**src/hdl/assert_macros.svh**
```systemverilog
// ----------------------------------------------------------------------------
// Assertion macros
// Shared concurrent assertion forms, clocked on clk and disabled in reset.
// ----------------------------------------------------------------------------
`ifndef ASSERT_MACROS_SVH
`define ASSERT_MACROS_SVH

// Property that holds at every clock edge.
`define ASSERT_AT(lbl, prop, msg) \
    lbl: assert property (@(posedge clk) disable iff (!rst_n) (prop)) else $error(msg);

// Consequent holds in the same cycle as the antecedent.
`define ASSERT_IMP(lbl, ante, cons, msg) \
    lbl: assert property (@(posedge clk) disable iff (!rst_n) (ante) |-> (cons)) \
        else $error(msg);

// Consequent holds in the cycle after the antecedent.
`define ASSERT_NXT(lbl, ante, cons, msg) \
    lbl: assert property (@(posedge clk) disable iff (!rst_n) (ante) |=> (cons)) \
        else $error(msg);

`endif

```
**src/hdl/isrf_pkg.sv**
```systemverilog
`timescale 1ns / 1ps
`default_nettype none
// ----------------------------------------------------------------------------
// isrf_pkg
// Shared types and codes of the source address range filter.
// ----------------------------------------------------------------------------
package isrf_pkg;

    localparam logic [1:0] OP_LOOKUP = 2'd0;
    localparam logic [1:0] OP_ADD    = 2'd1;
    localparam logic [1:0] OP_REMOVE = 2'd2;
    localparam logic [1:0] OP_NONE   = 2'd3;

    typedef struct packed {
        logic        valid;
        logic [31:0] first;
        logic [31:0] last;
    } entry_t;

    // Commands from the controller to the datapath.
    typedef struct packed {
        logic start;
        logic clr_step;
        logic scan_step;
        logic out_load;
    } cmd_t;

    // Status from the datapath to the controller.
    typedef struct packed {
        logic clr_last;
        logic done;
    } sts_t;

endpackage
`default_nettype wire

```
**src/hdl/ip_source_range_filter.sv**
```systemverilog
`timescale 1ns / 1ps
`default_nettype none
// A lookup scan stops at the first hit and an add scan at the first free entry.
// A new word is taken only once the result of the last one is loaded, as the
// single read port of the range table is scanned one entry per cycle.
// Reset: after rst_n releases, a clearing pass empties every table entry while
// req_stall stays high.
// ----------------------------------------------------------------------------
// ip_source_range_filter
// Whitelist of source address ranges with lookup, add and remove operations.
// ----------------------------------------------------------------------------

module ip_source_range_filter #(
    parameter int MAX_RANGES = 64
) (
    input  wire logic        clk,
    input  wire logic        rst_n,
    input  wire logic        req_valid,
    output logic             req_stall,
    input  wire logic [1:0]  func,
    input  wire logic [31:0] src_addr,
    input  wire logic [31:0] range_first,
    input  wire logic [31:0] range_last,
    output logic             rsp_valid,
    input  wire logic        rsp_stall,
    output logic             verdict,
    output logic             status
);

    isrf_pkg::cmd_t cmd;
    isrf_pkg::sts_t sts;

    isrf_ctrl u_ctrl (
        .clk       (clk),
        .rst_n     (rst_n),
        .req_valid (req_valid),
        .req_stall (req_stall),
        .rsp_valid (rsp_valid),
        .rsp_stall (rsp_stall),
        .cmd       (cmd),
        .sts       (sts)
    );

    isrf_dp #(
        .MAX_RANGES (MAX_RANGES)
    ) u_dp (
        .clk         (clk),
        .rst_n       (rst_n),
        .cmd         (cmd),
        .sts         (sts),
        .func        (func),
        .src_addr    (src_addr),
        .range_first (range_first),
        .range_last  (range_last),
        .verdict     (verdict),
        .status      (status)
    );

endmodule
`default_nettype wire

```
**src/hdl/isrf_dp.sv**
```systemverilog
`timescale 1ns / 1ps
`default_nettype none
// ----------------------------------------------------------------------------
// isrf_dp
// Range table memory, scan counter, range compare and result registers.
// ----------------------------------------------------------------------------
`include "assert_macros.svh"

module isrf_dp #(
    parameter int MAX_RANGES = 64
) (
    input  wire logic           clk,
    input  wire logic           rst_n,
    input  wire isrf_pkg::cmd_t cmd,
    output isrf_pkg::sts_t      sts,
    input  wire logic [1:0]     func,
    input  wire logic [31:0]    src_addr,
    input  wire logic [31:0]    range_first,
    input  wire logic [31:0]    range_last,
    output logic                verdict,
    output logic                status
);

    localparam int AW = (MAX_RANGES > 1) ? $clog2(MAX_RANGES) : 1;
    localparam int CW = AW + 1;
    localparam logic [CW-1:0] CNT_MAX  = CW'(MAX_RANGES);
    localparam logic [CW-1:0] CNT_LAST = CW'(MAX_RANGES - 1);

    isrf_pkg::entry_t mem [MAX_RANGES];
    isrf_pkg::entry_t rd_data_reg;

    logic [1:0]    op_reg;
    logic [31:0]   src_reg;
    logic [31:0]   first_reg;
    logic [31:0]   last_reg;
    logic          verdict_reg;
    logic          status_reg;

    logic [CW-1:0] cnt_reg, cnt_next;
    logic          chk_reg, chk_next;
    logic [AW-1:0] chk_addr_reg;
    logic          found_reg, found_next;

    logic             issue;
    logic             eval;
    logic             hit;
    logic             rm_match;
    logic             we;
    logic [AW-1:0]    waddr;
    isrf_pkg::entry_t wdata;

    // A read is issued for every entry until the table end or a decisive entry.
    assign issue = cmd.scan_step && (cnt_reg < CNT_MAX) && !found_reg;
    assign eval  = cmd.scan_step && chk_reg && !found_reg;

    always_comb
    begin
        hit = rd_data_reg.valid && (src_reg >= rd_data_reg.first)
              && (src_reg <= rd_data_reg.last);
        rm_match = rd_data_reg.valid && (rd_data_reg.first == first_reg)
                   && (rd_data_reg.last == last_reg);
    end

    always_comb
    begin
        we    = 1'b0;
        waddr = chk_addr_reg;
        wdata = rd_data_reg;
        if (cmd.clr_step)
        begin
            we    = 1'b1;
            waddr = cnt_reg[AW-1:0];
            wdata = '0;
        end
        else if (eval && (op_reg == isrf_pkg::OP_ADD) && !rd_data_reg.valid)
        begin
            we          = 1'b1;
            wdata.valid = 1'b1;
            wdata.first = first_reg;
            wdata.last  = last_reg;
        end
        else if (eval && (op_reg == isrf_pkg::OP_REMOVE) && rm_match)
        begin
            we          = 1'b1;
            wdata.valid = 1'b0;
        end
    end

    always_comb
    begin
        cnt_next   = cnt_reg;
        chk_next   = issue;
        found_next = found_reg;
        if (cmd.start)
        begin
            cnt_next   = '0;
            chk_next   = 1'b0;
            found_next = 1'b0;
        end
        else
        begin
            if (cmd.clr_step || issue)
            begin
                cnt_next = cnt_reg + CW'(1);
            end
            if (eval && (((op_reg == isrf_pkg::OP_LOOKUP) && hit)
                         || ((op_reg == isrf_pkg::OP_ADD) && !rd_data_reg.valid)))
            begin
                found_next = 1'b1;
            end
        end
    end

    always_ff @(posedge clk or negedge rst_n)
    begin
        if (!rst_n)
        begin
            cnt_reg   <= '0;
            chk_reg   <= 1'b0;
            found_reg <= 1'b0;
        end
        else
        begin
            cnt_reg   <= cnt_next;
            chk_reg   <= chk_next;
            found_reg <= found_next;
        end
    end

    always_ff @(posedge clk)
    begin
        if (we)
        begin
            mem[waddr] <= wdata;
        end
        if (issue)
        begin
            rd_data_reg <= mem[cnt_reg[AW-1:0]];
        end
    end

    always_ff @(posedge clk)
    begin
        chk_addr_reg <= cnt_reg[AW-1:0];
        if (cmd.start)
        begin
            op_reg    <= func;
            src_reg   <= src_addr;
            first_reg <= range_first;
            last_reg  <= range_last;
        end
        if (cmd.out_load)
        begin
            verdict_reg <= (op_reg == isrf_pkg::OP_LOOKUP) && found_reg;
            status_reg  <= (op_reg == isrf_pkg::OP_ADD) && !found_reg;
        end
    end

    assign sts.clr_last = (cnt_reg == CNT_LAST);
    assign sts.done     = found_reg || (op_reg == isrf_pkg::OP_NONE)
                          || ((cnt_reg == CNT_MAX) && !chk_reg);

    assign verdict = verdict_reg;
    assign status  = status_reg;

    `ASSERT_AT(a_cnt_bound, cnt_reg <= CNT_MAX, "scan counter ran past the table end")
    `ASSERT_IMP(a_found_op, found_reg, op_reg == isrf_pkg::OP_LOOKUP || op_reg == isrf_pkg::OP_ADD, "found flag set for an operation that stops on nothing")
    `ASSERT_IMP(a_write_src, we, cmd.clr_step || cmd.scan_step, "table written outside clearing or scanning")

endmodule
`default_nettype wire

```
**src/hdl/isrf_ctrl.sv**
```systemverilog
`timescale 1ns / 1ps
`default_nettype none
// ----------------------------------------------------------------------------
// isrf_ctrl
// Sequencer for the clearing pass, the table scan and the result handshake.
// ----------------------------------------------------------------------------
`include "assert_macros.svh"

module isrf_ctrl (
    input  wire logic           clk,
    input  wire logic           rst_n,
    input  wire logic           req_valid,
    output logic                req_stall,
    output logic                rsp_valid,
    input  wire logic           rsp_stall,
    output isrf_pkg::cmd_t      cmd,
    input  wire isrf_pkg::sts_t sts
);

    localparam logic [1:0] ST_CLEAR  = 2'd0;
    localparam logic [1:0] ST_IDLE   = 2'd1;
    localparam logic [1:0] ST_SCAN   = 2'd2;
    localparam logic [1:0] ST_FINISH = 2'd3;

    logic [1:0] state_reg, state_next;
    logic       rsp_valid_reg, rsp_valid_next;
    logic       out_free;

    // The result slot can take a new word when empty or being drained now.
    assign out_free = !rsp_valid_reg || !rsp_stall;

    always_comb
    begin
        state_next = state_reg;
        cmd        = '0;
        unique case (state_reg)
            ST_CLEAR:
            begin
                cmd.clr_step = 1'b1;
                if (sts.clr_last)
                begin
                    state_next = ST_IDLE;
                end
            end
            ST_IDLE:
            begin
                if (req_valid)
                begin
                    cmd.start  = 1'b1;
                    state_next = ST_SCAN;
                end
            end
            ST_SCAN:
            begin
                cmd.scan_step = 1'b1;
                if (sts.done)
                begin
                    state_next = ST_FINISH;
                end
            end
            ST_FINISH:
            begin
                if (out_free)
                begin
                    cmd.out_load = 1'b1;
                    state_next   = ST_IDLE;
                end
            end
            default:
            begin
                state_next = ST_IDLE;
            end
        endcase
    end

    always_comb
    begin
        rsp_valid_next = rsp_valid_reg;
        if (cmd.out_load)
        begin
            rsp_valid_next = 1'b1;
        end
        else if (!rsp_stall)
        begin
            rsp_valid_next = 1'b0;
        end
    end

    always_ff @(posedge clk or negedge rst_n)
    begin
        if (!rst_n)
        begin
            state_reg     <= ST_CLEAR;
            rsp_valid_reg <= 1'b0;
        end
        else
        begin
            state_reg     <= state_next;
            rsp_valid_reg <= rsp_valid_next;
        end
    end

    assign req_stall = (state_reg != ST_IDLE);
    assign rsp_valid = rsp_valid_reg;

    `ASSERT_IMP(a_rsp_from_finish, $rose(rsp_valid_reg), $past(state_reg == ST_FINISH), "result word appeared without a finished scan")
    `ASSERT_NXT(a_no_reclear, state_reg != ST_CLEAR, state_reg != ST_CLEAR, "clearing pass restarted outside reset")

endmodule
`default_nettype wire
```
**config.mk**
```make
export PLATFORM = sky130hd
export DESIGN_NAME = ip_source_range_filter
export DESIGN_NICKNAME = d
export VERILOG_FILES = /design/src/hdl/isrf_pkg.sv /design/src/hdl/ip_source_range_filter.sv /design/src/hdl/isrf_dp.sv /design/src/hdl/isrf_ctrl.sv
export VERILOG_INCLUDE_DIRS = /design/src /design/src/hdl
export SDC_FILE = /design/constraint.sdc
export NUM_CORES = 2
export LEC_CHECK = 0
export BUFFER_PORTS_ARGS = -buffer_cell sky130_fd_sc_hd__clkbuf_2
export CORE_MARGIN = 2
export CORE_UTILIZATION = 70
export CTS_BUF_LIST = sky130_fd_sc_hd__clkbuf_8
export CTS_CLUSTER_SIZE = 30
export DETAILED_ROUTE_END_ITERATION = 10
export PLACE_DENSITY_LB_ADDON = 0.05
export SLEW_MARGIN = 20
export SYNTH_ARGS = -nofsm -noshare
export SYNTH_HDL_FRONTEND = slang
export SYNTH_MEMORY_MAX_BITS = 65536
export SYNTH_SLANG_ARGS = --single-unit
```
**constraint.sdc**
```tcl
create_clock -name clk -period 21.2 [get_ports clk]
set_input_delay 2.12 -clock clk [delete_from_list [all_inputs] [get_ports clk]]
set_output_delay 2.12 -clock clk [all_outputs]
set_load 0.02 [all_outputs]
```
==> metrics.cfg <==
[pwr]
seqPwrFrac=0.597
p_per_area_nw_per_um2=84.30
switching_share=0.2031
p_int_mw=12.42
p_sw_mw=3.166
combPwrFrac=0.002
peakVddDrop_uv=70.40
power_frac_clock=0.402
leakagePower_nw=46.61

[critical_path]
end_kind=flip-flop
critical_path_required_ns=21.93
crit_fanout=32
arrival_ns=6.53
cp-start-kind=flip-flop
path_class=flip-flop to flip-flop

[global_route]
grt_pass1_wl_um=615200
overflow=0
grt_pass1_vias=81770
antenna_found_initial=12
grt_max_degree=141
grtUsageTotal=0.3730

[sta]
setup_violations=0
period_needed_ns=5.798
worst_pin_slew_ns=1.216
max_freq_mhz=172.5
finalCritPeriodShare=0.2735
whs_ns=0.5423
relSlewSlack=0.1873
hold_violations=0
grt_setup_unrepaired=no
tns_ns=0
slew_violations=0
finClkSkew_ns=0.05579

[drt]
wl_um=443700
final_antenna_net_count=0
vias=82040
firstDrtPassIters=6
drc_errors=0
vias_per_cell=7.263
drtIter0Drc=13530
post_drt_wl_per_cell_um=39.28

[die]
core_um2=237200
dieHeight_um=491.6
die-area_um2=241700
dieWidth_um=491.6
ioPinCount=106
floorplan.initialDensity=0.7018
rows=179

[layout]
largest_reg_flops=4160
nNetsFinal=7785
drive_above_1_share=0.3237
fin_cells=11300
final_cell_mix=4325 x edfxtp_1, 1295 x mux4_2, 678 x clkbuf_8
final_common_cell=edfxtp_1
num-fill-cells=11490
areaGrowthSynthToFinish_pct=11.10

[placed_design]
portBuffers=105
dp_hpwl_um=243600
post-place-cells=10110
place.gp.congestion=0.9474

[logic_synthesis]
synth_flop_cell=edfxtp_1
syn_inst=6915
yosysSeqAreaShare=0.7828
ys_async_sr_fraction=0.002763
syn_area_per_cell_um2=24.07
ys_warn_count=0
synth_cell_type_count=56
ys_seq_elements=4343
syn_area_um2=166400
synth.top_cell.area_share=0.7803
synth_area_leaders=edfxtp_1 78%, mux4_2 18%, a22oi_1 0.56%, nand2_1 0.55%, ha_1 0.53%
synth_fp_nets=7087
synth_edf_count=4325
synth_top_area_cell=edfxtp_1

[clock_tree]
clock_sinks=4343
path_clk_slew_ns=0.06
clockRootBuffer=clkbuf_8
hold_buffers=0
post-cts-setup-buffer-count=0
cts_made_buffers=670
cts_tree=done
cts_max_level=6
cts_max_path_buffers=4
clk_latency_ns=1.15
cts_resized=0

[flow_run]
maxCapViolCount=0

[min_path]
hp-class=flip-flop to flip-flop

[run_status]
outcome=complete, no violations

-- power groups by stage --
stage | clock network (mW) | logic (mW) | registers, mW
after global placement | 0 | 0.0254 | 9.48
after floorplan | 0 | 0.00000918 | 9.48
final | 6.26 | 0.0265 | 9.30
after detailed placement | 0 | 0.0254 | 9.48
after CTS | 6.32 | 0.0256 | 9.30
after global routing | 6.67 | 0.0243 | 9.29
-- per-layer routing --
| layer | global-route usage | vias up | routed length [um] |
|---|---|---|---|
| met5 | 0 | - | 41 |
| met4 | 0.2096 | 6 | 28180 |
| met3 | 0.09045 | 1019 | 54840 |
| met2 | 0.5692 | 6555 | 212700 |
| met1 | 0.5083 | 43210 | 147900 |
| li1 | - | 31250 | - |
-- synth_stat cells (all sizes together), types with 2 or more instances --
cell type / number
o21ai: 12
dfrtp: 12
nor3b: 4
nor2: 84
nand2: 243
mux2: 3
a32o: 4
o211ai: 3
xnor2: 6
and3: 5
nand4: 19
o22ai: 3
inv: 75
a221oi: 2
nand2b: 8
nor2b: 7
a22oi: 125
a21o: 13
a31oi: 2
a211oi: 3
ha: 70
a21oi: 92
nor4: 17
clkbuf: 190
mux2i: 8
mux4: 1295
nand3: 15
dfxtp: 6
xor2: 56
a21boi: 2
and2: 3
a221o: 2
a2111oi: 6
and3b: 5
buf: 163
and4: 2
nor3: 10
edfxtp: 4325
a2bb2oi: 2
-- final cells by class --
cell class              instances  area [um2]  share of cell area
well taps                    3167        3963             0.02143
flip-flops and latches       4343      130300              0.7046
clock buffers                 678        9331             0.05046
multi-input cells            2143       35680              0.1930
repair buffers                379        2875             0.01555
inverters                      76       292.8            0.001583
clock inverters               500        2452             0.01326
diodes                          9       22.52           0.0001218
-- critical path: stages, from the launching register on --
cell and delay (ns):
edfxtp_1 0.49, xor2_1 0.18, nor4_1 0.89, nand4_1 0.27, nor3_2 0.67, a21oi_4 0.08
buf_4 0.40, nor2_4 0.94, buf_4 0.64, buf_4 0.68
-- cell families (layout without fill, tap and decap cells) --
group | count (synthesis) | count (layout) | share of synthesized area
xor gates and xnor gates | 62 | 62 | 0.003262
muxes | 1306 | 1306 | 0.1759
other | 0 | 9 | 0
and+or+nand+nor | 427 | 427 | 0.01113
buffers and inverters | 429 | 1633 | 0.01048
AOI/OAI and AO/OA | 278 | 278 | 0.01118
adders and majority gates | 70 | 70 | 0.005262
DFF | 4343 | 4343 | 0.7828
-- worst paths after layout --
path	startpoint	end	slack, ns	cells past startpoint
worst max-delay path	u_dp.rd_data_reg[12]	u_dp.mem[22][22]	15.40	9
min in group asynchronous	rst_n	u_dp.chk_reg	0.93	1
max in group asynchronous	rst_n	u_dp.cnt_reg[2]	19.90	1
worst min-delay path	u_ctrl.rsp_valid	u_ctrl.rsp_valid	0.54	1
worst min register to register	u_ctrl.rsp_valid	u_ctrl.rsp_valid	0.54	1
worst max register to register	u_dp.rd_data_reg[12]	u_dp.mem[22][22]	15.40	9
-- through the flow --
step / util / total power [mW] / cell area (um2) / setup slack, ns
2_1_floorplan: - / 9.480 / 166500 / 13.96
3_3_place_gp: 0.7287 / 9.505 / 172800 / 15.19
3_5_place_dp: 0.7296 / 9.505 / 173000 / 15.44
4_1_cts: 0.7793 / 15.64 / 184800 / 15.42
5_1_grt: 0.7796 / 15.98 / 184900 / 15.20
6_report: 0.7797 / 15.59 / 184900 / 15.40
Note: power is estimated with default switching activity, not from simulation.
